--- src/rtl/stun_response_address_parser_defines.svh ---
// ---------------------------------------------------------------------------
// stun response address parser - assertion macros
// shared concurrent check forms used at the end of the top level
// ---------------------------------------------------------------------------
`ifndef STUN_RESPONSE_ADDRESS_PARSER_DEFINES_SVH
`define STUN_RESPONSE_ADDRESS_PARSER_DEFINES_SVH

// condition in the same cycle
`define SRAP_ASSERT_SAME(label, clk, rst, ante, cons) \
  label: assert property (@(posedge clk) disable iff (rst) (ante) |-> (cons)) \
    else $error("srap check failed: same-cycle implication");

// condition in the next cycle
`define SRAP_ASSERT_NEXT(label, clk, rst, ante, cons) \
  label: assert property (@(posedge clk) disable iff (rst) (ante) |=> (cons)) \
    else $error("srap check failed: next-cycle implication");

`endif

--- src/rtl/srap_pkg.sv ---
// ---------------------------------------------------------------------------
// srap_pkg
// status and kind codes, attribute types and the stun magic cookie
// ---------------------------------------------------------------------------
package srap_pkg;

  typedef enum logic [2:0] {
    STATUS_OK         = 3'd0,
    STATUS_SHORT      = 3'd1,
    STATUS_BAD_TYPE   = 3'd2,
    STATUS_BAD_COOKIE = 3'd3,
    STATUS_OVERRUN    = 3'd4,
    STATUS_NO_ADDRESS = 3'd5
  } status_t;

  typedef enum logic [1:0] {
    KIND_MAPPED  = 2'd0,
    KIND_XOR     = 2'd1,
    KIND_RELAYED = 2'd2
  } kind_t;

  localparam logic [15:0] ATTR_MAPPED   = 16'h0001;
  localparam logic [15:0] ATTR_XOR      = 16'h0020;
  localparam logic [15:0] ATTR_RELAYED  = 16'h0016;
  localparam logic [7:0]  FAMILY_IPV4   = 8'h01;

  localparam logic [15:0] TYPE_MASK     = 16'hFFFE;
  localparam logic [15:0] TYPE_BINDING  = 16'h0100;
  localparam logic [31:0] MAGIC_COOKIE  = 32'h2112A442;

  localparam int          HEADER_BYTES  = 20;
  localparam logic [16:0] POSITION_MAX  = 17'h1FFFF;

  // cookie byte expected at header offset 4 + idx
  function automatic logic [7:0] cookie_byte(input logic [1:0] idx);
    logic [7:0] res;
    case (idx)
      2'd0:    res = MAGIC_COOKIE[31:24];
      2'd1:    res = MAGIC_COOKIE[23:16];
      2'd2:    res = MAGIC_COOKIE[15:8];
      default: res = MAGIC_COOKIE[7:0];
    endcase
    return res;
  endfunction

endpackage

--- src/rtl/stun_response_address_parser.sv ---
// ---------------------------------------------------------------------------
// stun_response_address_parser
// walks a stun binding response byte by byte and reports the mapped address
// ---------------------------------------------------------------------------
//   channel  | handshake         | payload
//   ---------+-------------------+------------------------------------------
//   in       | in_valid/in_stall | data_byte, end_of_datagram
//   out      | out_valid/out_stall | status, mapped_ip, mapped_port,
//            |                   | address_kind
//
// one byte is taken every cycle unless in_stall is high; the result appears in the
// output register in the cycle after the last byte of a datagram is taken.
// rst (synchronous) clears the parser control state and empties the output register.
// the input stalls only when a final byte arrives while an earlier result
// is still held and stalled; other bytes keep flowing past a held result.
// ---------------------------------------------------------------------------
`include "stun_response_address_parser_defines.svh"

module stun_response_address_parser (
  input  logic        clk,
  input  logic        rst,
  input  logic        in_valid,
  output logic        in_stall,
  input  logic [7:0]  data_byte,
  input  logic        end_of_datagram,
  output logic        out_valid,
  input  logic        out_stall,
  output logic [2:0]  status,
  output logic [31:0] mapped_ip,
  output logic [15:0] mapped_port,
  output logic [1:0]  address_kind
);

  // parser state
  logic [16:0] byte_position, byte_position_next;
  logic [15:0] header_type, header_type_next;
  logic [15:0] header_length, header_length_next;
  logic        cookie_match, cookie_match_next;
  logic [17:0] next_attribute_start, next_attribute_start_next;
  logic [15:0] current_attr_type, current_attr_type_next;
  logic [15:0] current_attr_length, current_attr_length_next;
  logic [7:0]  value_family, value_family_next;
  logic [15:0] value_port, value_port_next;
  logic [31:0] value_address, value_address_next;
  logic        found_flag, found_flag_next;
  logic [31:0] found_ip, found_ip_next;
  logic [15:0] found_port, found_port_next;
  srap_pkg::kind_t found_kind, found_kind_next;

  logic        in_accept;
  logic        out_take;
  logic        walk_en;
  logic [18:0] msg_end;
  logic [18:0] attr_hdr_end;
  logic [17:0] attr_offset;
  logic [15:0] len_sel;
  logic [16:0] len_round;
  logic [17:0] padded_end;
  logic [31:0] addr_done;
  srap_pkg::status_t status_next;

  assign out_take  = out_valid && !out_stall;
  assign in_stall  = out_valid && out_stall && end_of_datagram;
  assign in_accept = in_valid && !in_stall;

  // attribute walk window
  assign msg_end      = 19'(header_length) + 19'(srap_pkg::HEADER_BYTES);
  assign attr_hdr_end = 19'(next_attribute_start) + 19'd4;
  assign walk_en      = (byte_position >= 17'(srap_pkg::HEADER_BYTES)) &&
                        (18'(byte_position) >= next_attribute_start) &&
                        (attr_hdr_end <= msg_end);
  assign attr_offset  = 18'(byte_position) - next_attribute_start;

  // length is completed by this byte at offset 3
  assign len_sel    = (attr_offset[3:0] == 4'd3) ? {current_attr_length[15:8], data_byte}
                                                 : current_attr_length;
  assign len_round  = (17'(len_sel) + 17'd3) & ~17'd3;
  assign padded_end = next_attribute_start + 18'd4 + 18'(len_round);
  assign addr_done  = {value_address[31:8], data_byte};

  always_comb begin
    header_type_next          = header_type;
    header_length_next        = header_length;
    cookie_match_next         = cookie_match;
    next_attribute_start_next = next_attribute_start;
    current_attr_type_next    = current_attr_type;
    current_attr_length_next  = current_attr_length;
    value_family_next         = value_family;
    value_port_next           = value_port;
    value_address_next        = value_address;
    found_flag_next           = found_flag;
    found_ip_next             = found_ip;
    found_port_next           = found_port;
    found_kind_next           = found_kind;

    case (byte_position)
      17'd0:   header_type_next   = {data_byte, 8'h00};
      17'd1:   header_type_next   = {header_type[15:8], data_byte};
      17'd2:   header_length_next = {data_byte, 8'h00};
      17'd3:   header_length_next = {header_length[15:8], data_byte};
      default: begin
        if (byte_position inside {[17'd4:17'd7]}) begin
          if (data_byte != srap_pkg::cookie_byte(byte_position[1:0])) begin
            cookie_match_next = 1'b0;
          end
        end
      end
    endcase

    if (walk_en && attr_offset < 18'd12) begin
      case (attr_offset[3:0])
        4'd0: current_attr_type_next = {data_byte, 8'h00};
        4'd1: current_attr_type_next = {current_attr_type[15:8], data_byte};
        4'd2: current_attr_length_next = {data_byte, 8'h00};
        4'd3: begin
          current_attr_length_next = len_sel;
          // skip anything that is not a full-size address attribute
          if (!((current_attr_type inside {srap_pkg::ATTR_MAPPED, srap_pkg::ATTR_XOR,
                                            srap_pkg::ATTR_RELAYED}) &&
                len_sel >= 16'd8)) begin
            next_attribute_start_next = padded_end;
          end
        end
        4'd5: value_family_next = data_byte;
        4'd6: value_port_next   = {data_byte, 8'h00};
        4'd7: value_port_next   = {value_port[15:8], data_byte};
        4'd8: value_address_next = {data_byte, 24'h000000};
        4'd9: value_address_next = {value_address[31:24], data_byte, 16'h0000};
        4'd10: value_address_next = {value_address[31:16], data_byte, 8'h00};
        4'd11: begin
          value_address_next = addr_done;
          if (value_family == srap_pkg::FAMILY_IPV4) begin
            found_flag_next = 1'b1;
            if (current_attr_type == srap_pkg::ATTR_MAPPED) begin
              found_ip_next   = addr_done;
              found_port_next = value_port;
              found_kind_next = srap_pkg::KIND_MAPPED;
            end else begin
              found_ip_next   = addr_done ^ srap_pkg::MAGIC_COOKIE;
              found_port_next = value_port ^ srap_pkg::MAGIC_COOKIE[31:16];
              found_kind_next = (current_attr_type == srap_pkg::ATTR_XOR) ?
                                srap_pkg::KIND_XOR : srap_pkg::KIND_RELAYED;
            end
          end
          next_attribute_start_next = padded_end;
        end
        default: ;
      endcase
    end

    byte_position_next = (byte_position != srap_pkg::POSITION_MAX) ?
                         byte_position + 17'd1 : byte_position;

    // checks in priority order, on state that includes this byte
    if (byte_position < 17'(srap_pkg::HEADER_BYTES - 1)) begin
      status_next = srap_pkg::STATUS_SHORT;
    end else if ((header_type_next & srap_pkg::TYPE_MASK) != srap_pkg::TYPE_BINDING) begin
      status_next = srap_pkg::STATUS_BAD_TYPE;
    end else if (!cookie_match_next) begin
      status_next = srap_pkg::STATUS_BAD_COOKIE;
    end else if (17'(header_length_next) + 17'(srap_pkg::HEADER_BYTES - 1) > byte_position) begin
      status_next = srap_pkg::STATUS_OVERRUN;
    end else if (!found_flag_next) begin
      status_next = srap_pkg::STATUS_NO_ADDRESS;
    end else begin
      status_next = srap_pkg::STATUS_OK;
    end
  end

  // control state
  always_ff @(posedge clk) begin
    if (rst) begin
      byte_position        <= '0;
      header_type          <= '0;
      header_length        <= '0;
      cookie_match         <= 1'b1;
      next_attribute_start <= 18'(srap_pkg::HEADER_BYTES);
      found_flag           <= 1'b0;
    end else if (in_accept) begin
      if (end_of_datagram) begin
        byte_position        <= '0;
        header_type          <= '0;
        header_length        <= '0;
        cookie_match         <= 1'b1;
        next_attribute_start <= 18'(srap_pkg::HEADER_BYTES);
        found_flag           <= 1'b0;
      end else begin
        byte_position        <= byte_position_next;
        header_type          <= header_type_next;
        header_length        <= header_length_next;
        cookie_match         <= cookie_match_next;
        next_attribute_start <= next_attribute_start_next;
        found_flag           <= found_flag_next;
      end
    end
  end

  // attribute payload, always written before it is read within a datagram
  always_ff @(posedge clk) begin
    if (in_accept) begin
      current_attr_type   <= current_attr_type_next;
      current_attr_length <= current_attr_length_next;
      value_family        <= value_family_next;
      value_port          <= value_port_next;
      value_address       <= value_address_next;
      found_ip            <= found_ip_next;
      found_port          <= found_port_next;
      found_kind          <= found_kind_next;
    end
  end

  // result register
  always_ff @(posedge clk) begin
    if (rst) begin
      out_valid <= 1'b0;
    end else if (in_accept && end_of_datagram) begin
      out_valid <= 1'b1;
    end else if (out_take) begin
      out_valid <= 1'b0;
    end
  end

  always_ff @(posedge clk) begin
    if (in_accept && end_of_datagram) begin
      status <= status_next;
      if (status_next == srap_pkg::STATUS_OK) begin
        mapped_ip    <= found_ip_next;
        mapped_port  <= found_port_next;
        address_kind <= found_kind_next;
      end else begin
        mapped_ip    <= '0;
        mapped_port  <= '0;
        address_kind <= srap_pkg::KIND_MAPPED;
      end
    end
  end

  `SRAP_ASSERT_SAME(a_error_fields_zero, clk, rst,
    out_valid && status != srap_pkg::STATUS_OK,
    mapped_ip == 32'd0 && mapped_port == 16'd0 && address_kind == srap_pkg::KIND_MAPPED)
  `SRAP_ASSERT_NEXT(a_restart_after_last, clk, rst,
    in_accept && end_of_datagram,
    byte_position == 17'd0 && !found_flag && cookie_match && out_valid)
  `SRAP_ASSERT_SAME(a_stall_only_when_held, clk, rst,
    in_stall, out_valid && out_stall && end_of_datagram)
  `SRAP_ASSERT_SAME(a_kind_in_range, clk, rst,
    out_valid, address_kind != 2'd3 && status <= srap_pkg::STATUS_NO_ADDRESS)

endmodule
--- config.mk ---
export PLATFORM = sky130hd
export DESIGN_NAME = stun_response_address_parser
export DESIGN_NICKNAME = d
export VERILOG_FILES = /design/src/rtl/srap_pkg.sv /design/src/rtl/stun_response_address_parser.sv
export VERILOG_INCLUDE_DIRS = /design/src /design/src/rtl
export SDC_FILE = /design/constraint.sdc
export NUM_CORES = 1
export LEC_CHECK = 0
export BUFFER_PORTS_ARGS = -buffer_cell sky130_fd_sc_hd__clkbuf_2
export CORE_ASPECT_RATIO = 0.6
export CORE_MARGIN = 4
export CORE_UTILIZATION = 56
export DETAILED_ROUTE_END_ITERATION = 6
export GPL_TIMING_DRIVEN = 1
export PLACE_DENSITY = 0.74
export SLEW_MARGIN = 20
export SYNTH_ARGS = -nofsm -noshare
export SYNTH_HDL_FRONTEND = slang
export SYNTH_SLANG_ARGS = --single-unit
--- constraint.sdc ---
create_clock -name clk -period 7.5 [get_ports clk]
set_input_delay 1.125 -clock clk [delete_from_list [all_inputs] [get_ports clk]]
set_output_delay 1.125 -clock clk [all_outputs]
set_load 0.005 [all_outputs]
==> results of run 1 <==
Yosys cell counts, drive strengths merged, types with 10 or more instances:
cell / number
nand2: 231
edfxtp: 183
nor2: 154
a21oi: 112
nand3: 96
ha: 88
xnor2: 72
dfxtp: 67
inv: 58
clkbuf: 56
o21ai: 42
a22oi: 29
xor2: 27
nor3: 26
nor4: 24
buf: 19
and3: 17
mux2i: 17
nand4: 17
a21o: 15
and2: 15
nor2b: 15
a31oi: 10
nand2b: 10
area by class of cell:
| cell class | count | area, um^2 | area share [%] |
|---|---|---|---|
| well taps | 329 | 411.6 | 2.614 |
| multi-input cells | 1135 | 7029 | 44.63 |
| repair buffers | 86 | 478.0 | 3.035 |
| clock inverters | 8 | 76.32 | 0.4846 |
| inverters | 63 | 236.5 | 1.502 |
| clock buffers | 36 | 676.9 | 4.298 |
| flip-flops and latches | 250 | 6840 | 43.43 |
worst reg2reg max path, cell delays in order (launching register included):
cell       delay, ns
dfxtp_1         0.36
or4_1           0.60
nor4_2          0.26
buf_4           0.23
and2_1          0.38
nor2_1          0.17
a22oi_1         0.25
ha_1            0.24
nor2_1          0.08
o21ai_0         0.46
nor2_1          0.13
xor2_1          0.17
ha_1            0.28
and4_1          0.22
nand3_1         0.10
a221oi_1        0.06
a2111oi_0       0.36
o21ai_0         0.13
o41ai_1         0.15
nand3_2         0.88
buf_4           0.51
a21oi_1         0.14
report_power, final:
| group | switching [mW] | total, mW | internal, mW |
|---|---|---|---|
| Combinational | 0.110 | 0.155 | 0.0444 |
| Sequential | 0.0163 | 1.53 | 1.51 |
| Clock | 0.524 | 1.19 | 0.663 |
kinds of logic (layout without fill, tap and decap cells):
family,Yosys count,in the layout
xor+xnor,99,99
other cells,1,1
compound gates,285,285
flops,250,250
fa+ha+maj,89,89
mux,19,19
simple gates,642,642
buf+inv,138,193
path summary, 6_finish.rpt:
path	endpoint	slack (ns)	depth (start not counted)
min	header_type[7]	0.46	2
max	mapped_port[7]	1.20	21
min reg2reg	header_type[7]	0.46	2
max reg2reg	mapped_port[7]	1.20	21
state kept, by name, summed over array words and instances (netlist names), 2 cells and up:
| signal | cells |
|---|---|
| value_address | 24 |
| header_length | 16 |
| header_type | 15 |
| byte_position | 17 |
| current_attr_type | 16 |
| mapped_port | 16 |
| mapped_ip | 32 |
| address_kind | 2 |
| current_attr_length | 16 |
| found_kind | 2 |
| next_attribute_start | 16 |
| value_family | 8 |
| found_port | 16 |
| status | 3 |
| found_ip | 32 |
| value_port | 16 |
metal layers:
| layer | share of wire, % | track usage, % |
|---|---|---|
| met5 | 0 | 0 |
| met4 | 1.8 | 5.038 |
| met1 | 47 | 42.77 |
| met3 | 11 | 5.942 |
| met2 | 40 | 37.32 |
==> impl_metrics.csv, run 1 <==
group,metric,value,unit
status,status,"finished, final reports clean",
pwr,p_leak,6.150,nW
critical_path,crit_type,"register to register",
critical_path,arrival,6.67,ns
final_layout,fin_cells,1907,
synthesis,synthSimpleGateAreaFrac,20.76,%
synthesis,synth-edff-count,183,
detailed_routing,wl_per_cell,20.45,um
critical_path,path_buf_inv,2,
synthesis,synthFlopType,"edfxtp_1",
detailed_routing,drc,0,
clocking,clock_latency,0.53,ns
detailed_routing,dr.pass1.iters,5,
place,io_buffers,67,
sta,hold_viol,0,
pwr,ir_drop,0.1928,mV
sta,fin_crit_sh,84.00,%
floorplanning,fp.dieArea,28370,um^2
place,dp_slack,1.318,ns
floorplanning,coreArea,25280,um^2
critical_path,slowest_stage,"nand3_2",
synthesis,synth_nets,1625,
detailed_routing,drt-vias-per-instance,6.162,
final_layout,nFillCells,2098,
place,place_congestion,0.9755,
clocking,cts_tree,"built",
synthesis,synth_top_family_by_area,"simple AND/OR/NAND/NOR gates",
synthesis,synth_compound_area_share,12.70,%
sta,postLayoutSetupSlackWorst,1.200,ns
floorplanning,die_w,214.8,um
final_layout,final_cell_mix,"nand2_1, edfxtp_1, nor2_1",
final_layout,stdcell_area,15750,um^2
final_layout,final_util,62.30,%
clocking,cts_resized,0,
synthesis,synthArstFlopShare,0,%
sta,whs,0.4610,ns
clocking,clk_pin_slew_worst_paths,0.07,ns
grt,grt_pass1_vias,10940,
critical_path,startpoint,"byte_position[16]",
floorplanning,initial_core_util,56.84,%
synthesis,synth_seq_area_share,47.58,%
synthesis,synthXorXnorAreaFrac,6.034,%
critical_path,critical_path.cell_chain,"or4_1 -> nor4_2 -> buf_4 -> and2_1 -> nor2_1 -> a22oi_1 -> ha_1 -> nor2_1 -> o21ai_0 -> nor2_1 -> xor2_1 -> ha_1 -> and4_1 -> nand3_1 -> a221oi_1 -> a2111oi_0 -> o21ai_0 -> o41ai_1 -> nand3_2 -> buf_4 -> a21oi_1",
pwr,power_density,182.2,nW/um^2
clocking,cts-buffers-inserted,24,
final_layout,nets,1662,
clocking,cts-root-buf,"clkbuf_16",
critical_path,critPathLaunchType,"register",
sta,tightestPinTransition,1.066,ns
critical_path,crit_required,7.87,ns
floorplanning,rows,45,
grt,grt_overflow,0,
sta,min_period,6.300,ns
final_layout,final_common_cell,"nand2_1",
sta,rsz0062_at_grt,"false",
detailed_routing,drt_iter0_markers,1589,
sta,slew_violations,0,
grt,grt_max_degree,103,
detailed_routing,wl,39000,um
sta,max_freq,0.1587,GHz
floorplanning,dieHeight,132.1,um
critical_path,endpoint_kind,"register",
synthesis,synth_fa_ha_area_share,7.802,%
critical_path,crit_path_max_incr_delay,0.88,ns
sta,skew,0.01528,ns
sta,fin_setup_tns,0,ns
critical_path,worst_path_most_repeated_cell,"nor2_1",
synthesis,yosys-top-cells-area,"edfxtp_1, dfxtp_1, ha_1",
critical_path,reg2reg_from,"byte_position[16]",
synthesis,ys_warn_count,0,
place,dpl_cell_area,14990,um^2
clocking,numClockSinks,250,
detailed_routing,postRouteAntennaNets,0,
critical_path,crit_fanout,41,
synthesis,synthCells,1523,
synthesis,syn_avg_cell_area,9.435,um^2
synthesis,synth_top_area_share,38.24,%
synthesis,ys_ff_latch,250,
place,dp_hpwl,27400,um
min_path,hold_path.class,"register to register",
grt,grt_usage,26.77,%
final_layout,syn2layout_area_growth,9.605,%
place,dpl.cell_count,1863,
grt,antenna_found_initial,0,
clocking,holdBufCountCts,0,
synthesis,netlist_area,14370,um^2
synthesis,yosys-mux-area-fraction,1.341,%
pwr,finalPower,2.869,mW
min_path,min_from,"header_type[7]",
sta,setup_violations,0,
sta,relSlewSlack,28.93,%
job,cap_viol_max_count,0,
clocking,clockBufferDepth,3,
synthesis,synth.largest_area_cell,"edfxtp_1",
floorplanning,io_pins,68,
detailed_routing,dr_total_vias,11751,
final_layout,drive_above_1_share,9.316,%
clocking,post_cts_buffers,0,
critical_path,cp_top_family,"simple AND/OR/NAND/NOR gates",
clocking,h-tree-depth,1,
synthesis,yosysUniqueCellTypes,72,
grt,grt_pass1_wl,61510,um
final_layout,antennaDiodeCount,0,
No activity file was read; power rests on OpenSTA's default activity.
==> run 2: changes to the inputs <==
- PLACE_DENSITY: 0.74 -> 0.77
- clock period: 7.5 -> 5.3 ns (I/O delays scaled with it)
==> impl_metrics.csv, run 2 (synthesis gave the netlist of run 1 again) <==
group,metric,value,unit
clocking,clock_latency,0.53,ns
floorplanning,rows,45,
final_layout,drive_above_1_share,12.04,%
floorplanning,die_w,214.8,um
final_layout,final_util,63.77,%
clocking,numClockSinks,250,
floorplanning,initial_core_util,56.84,%
final_layout,syn2layout_area_growth,12.19,%
critical_path,critPathLaunchType,"register",
final_layout,final_common_cell,"nand2_1",
detailed_routing,dr_total_vias,12056,
detailed_routing,postRouteAntennaNets,0,
sta,min_period,5.107,ns
detailed_routing,wl_per_cell,20.67,um
floorplanning,fp.dieArea,28370,um^2
sta,max_freq,0.1958,GHz
sta,hold_viol,0,
floorplanning,io_pins,68,
clocking,clockBufferDepth,3,
critical_path,crit_fanout,101,
final_layout,antennaDiodeCount,0,
critical_path,r2r-end,"status[0]",
clocking,holdBufCountCts,0,
pwr,power_density,255.9,nW/um^2
critical_path,cp-endpoint,"status[0]",
critical_path,endpoint_kind,"register",
final_layout,reg_top3,"found_ip: 32 flops, mapped_ip: 32 flops, value_address: 24 flops",
floorplanning,dieHeight,132.1,um
sta,fin_crit_sh,96.36,%
clocking,post_cts_buffers,0,
final_layout,stdcell_area,16120,um^2
min_path,hold_path.class,"register to register",
status,status,"finished, final reports clean",
place,dpl_cell_area,15310,um^2
final_layout,nets,1703,
sta,skew,0.01122,ns
detailed_routing,drc,0,
clocking,cts_tree,"built",
grt,grt_pass1_vias,11255,
job,cap_viol_max_count,0,
detailed_routing,drt_iter0_markers,1558,
clocking,clk_pin_slew_worst_paths,0.07,ns
grt,antenna_found_initial,0,
detailed_routing,drt-vias-per-instance,6.189,
final_layout,final_cell_mix,"nand2_1, edfxtp_1, nor2_1",
floorplanning,coreArea,25280,um^2
clocking,cts_resized,0,
clocking,h-tree-depth,1,
critical_path,startpoint,"header_length[2]",
grt,grt_usage,27.33,%
grt,grt_pass1_wl,62100,um
grt,grt_overflow,0,
grt,grt_max_degree,102,
sta,fin_setup_tns,0,ns
pwr,ir_drop,0.2788,mV
critical_path,rr_worst_depth,16,
critical_path,reg2reg_from,"header_length[2]",
critical_path,crit_type,"register to register",
critical_path,crit_required,5.56,ns
critical_path,arrival,5.36,ns
sta,rsz0062_at_grt,"false",
clocking,cts-root-buf,"clkbuf_16",
critical_path,r2r_setup_slack,0.19,ns
detailed_routing,dr.pass1.iters,5,
place,place_congestion,1.108,
detailed_routing,wl,40270,um
place,dp_hpwl,28770,um
sta,setup_violations,0,
sta,relSlewSlack,25.47,%
place,io_buffers,67,
pwr,p_leak,6.405,nW
sta,tightestPinTransition,1.114,ns
clocking,cts-buffers-inserted,24,
sta,slew_violations,0,
run 2: cell types whose count changed in the layout (fill, tap and decap cells not counted), moves of 2 or more:
cell | before | now
buf_12 | 0 | 2
buf_4 | 19 | 58
clkbuf_1 | 10 | 3
clkbuf_4 | 0 | 3
inv_6 | 0 | 2
run 2: per-layer routing:
layer  GRT usage, %  vias to the layer above  wire length, um
li1               -                     5621                -
met1          41.84                     5707            17730
met2          38.59                      669            16380
met3          8.475                       59             5551
met4          4.750                        0              602
met5              0                        -                0
run 2: area by class of cell:
| cell class | count | area (um^2) |
|---|---|---|
| Clock buffer | 31 | 659.4 |
| Clock inverter | 13 | 123.9 |
| Fill cell | 1989 | 9160 |
| Inverter | 63 | 236.5 |
| Multi-Input combinational cell | 1135 | 7041 |
| Sequential cell | 250 | 6838 |
| Tap cell | 329 | 411.6 |
| Timing Repair Buffer | 127 | 810.8 |
run 2: how the worst min path moves through the flow:
| stage | from | endpoint | depth (start not counted) | slack (ns) |
|---|---|---|---|---|
| 6_report | next_attribute_start[17] | next_attribute_start[17] | 2 | 0.46 |
| 5_1_grt | header_type[14] | header_type[14] | 2 | 0.49 |
| 3_5_place_dp | next_attribute_start[17] | next_attribute_start[17] | 2 | 0.45 |
| 3_3_place_gp | next_attribute_start[17] | next_attribute_start[17] | 2 | 0.44 |
| 2_1_floorplan | next_attribute_start[17] | next_attribute_start[17] | 2 | 0.42 |
| 4_1_cts | header_type[6] | header_type[6] | 2 | 0.46 |
run 2: metrics by stage:
step,hold WS (ns),cells,total power [mW],setup WS [ns]
2_1_floorplan,0.4199,1523,2.325,0.4479
3_3_place_gp,0.4390,1904,2.422,0.2712
3_5_place_dp,0.4501,1904,2.431,0.2091
4_1_cts,0.4645,1948,4.129,0.1641
5_1_grt,0.4889,1948,4.240,0.01409
6_report,0.4635,1948,4.124,0.1931
run 2: critical path, stage by stage, from the launching register on:
cell and delay (ns):
dfxtp_1 0.54, ha_1 0.26, nor2_1 0.09, nor4b_1 0.61
nand3_1 0.18, xor2_1 0.19, ha_1 0.30, a211oi_1 0.25
o21ai_0 0.14, o211ai_1 0.14, nand4b_1 0.13, a22oi_1 0.28
o2111ai_1 0.32, or4_4 0.52, buf_4 0.43, a31oi_1 0.28
o21ai_0 0.11
run 2: power by group:
| group | internal (mW) | switching, mW |
|---|---|---|
| sequential | 2.14 | 0.0213 |
| clock | 0.948 | 0.779 |
| combinational | 0.0715 | 0.166 |
| total | 3.16 | 0.966 |
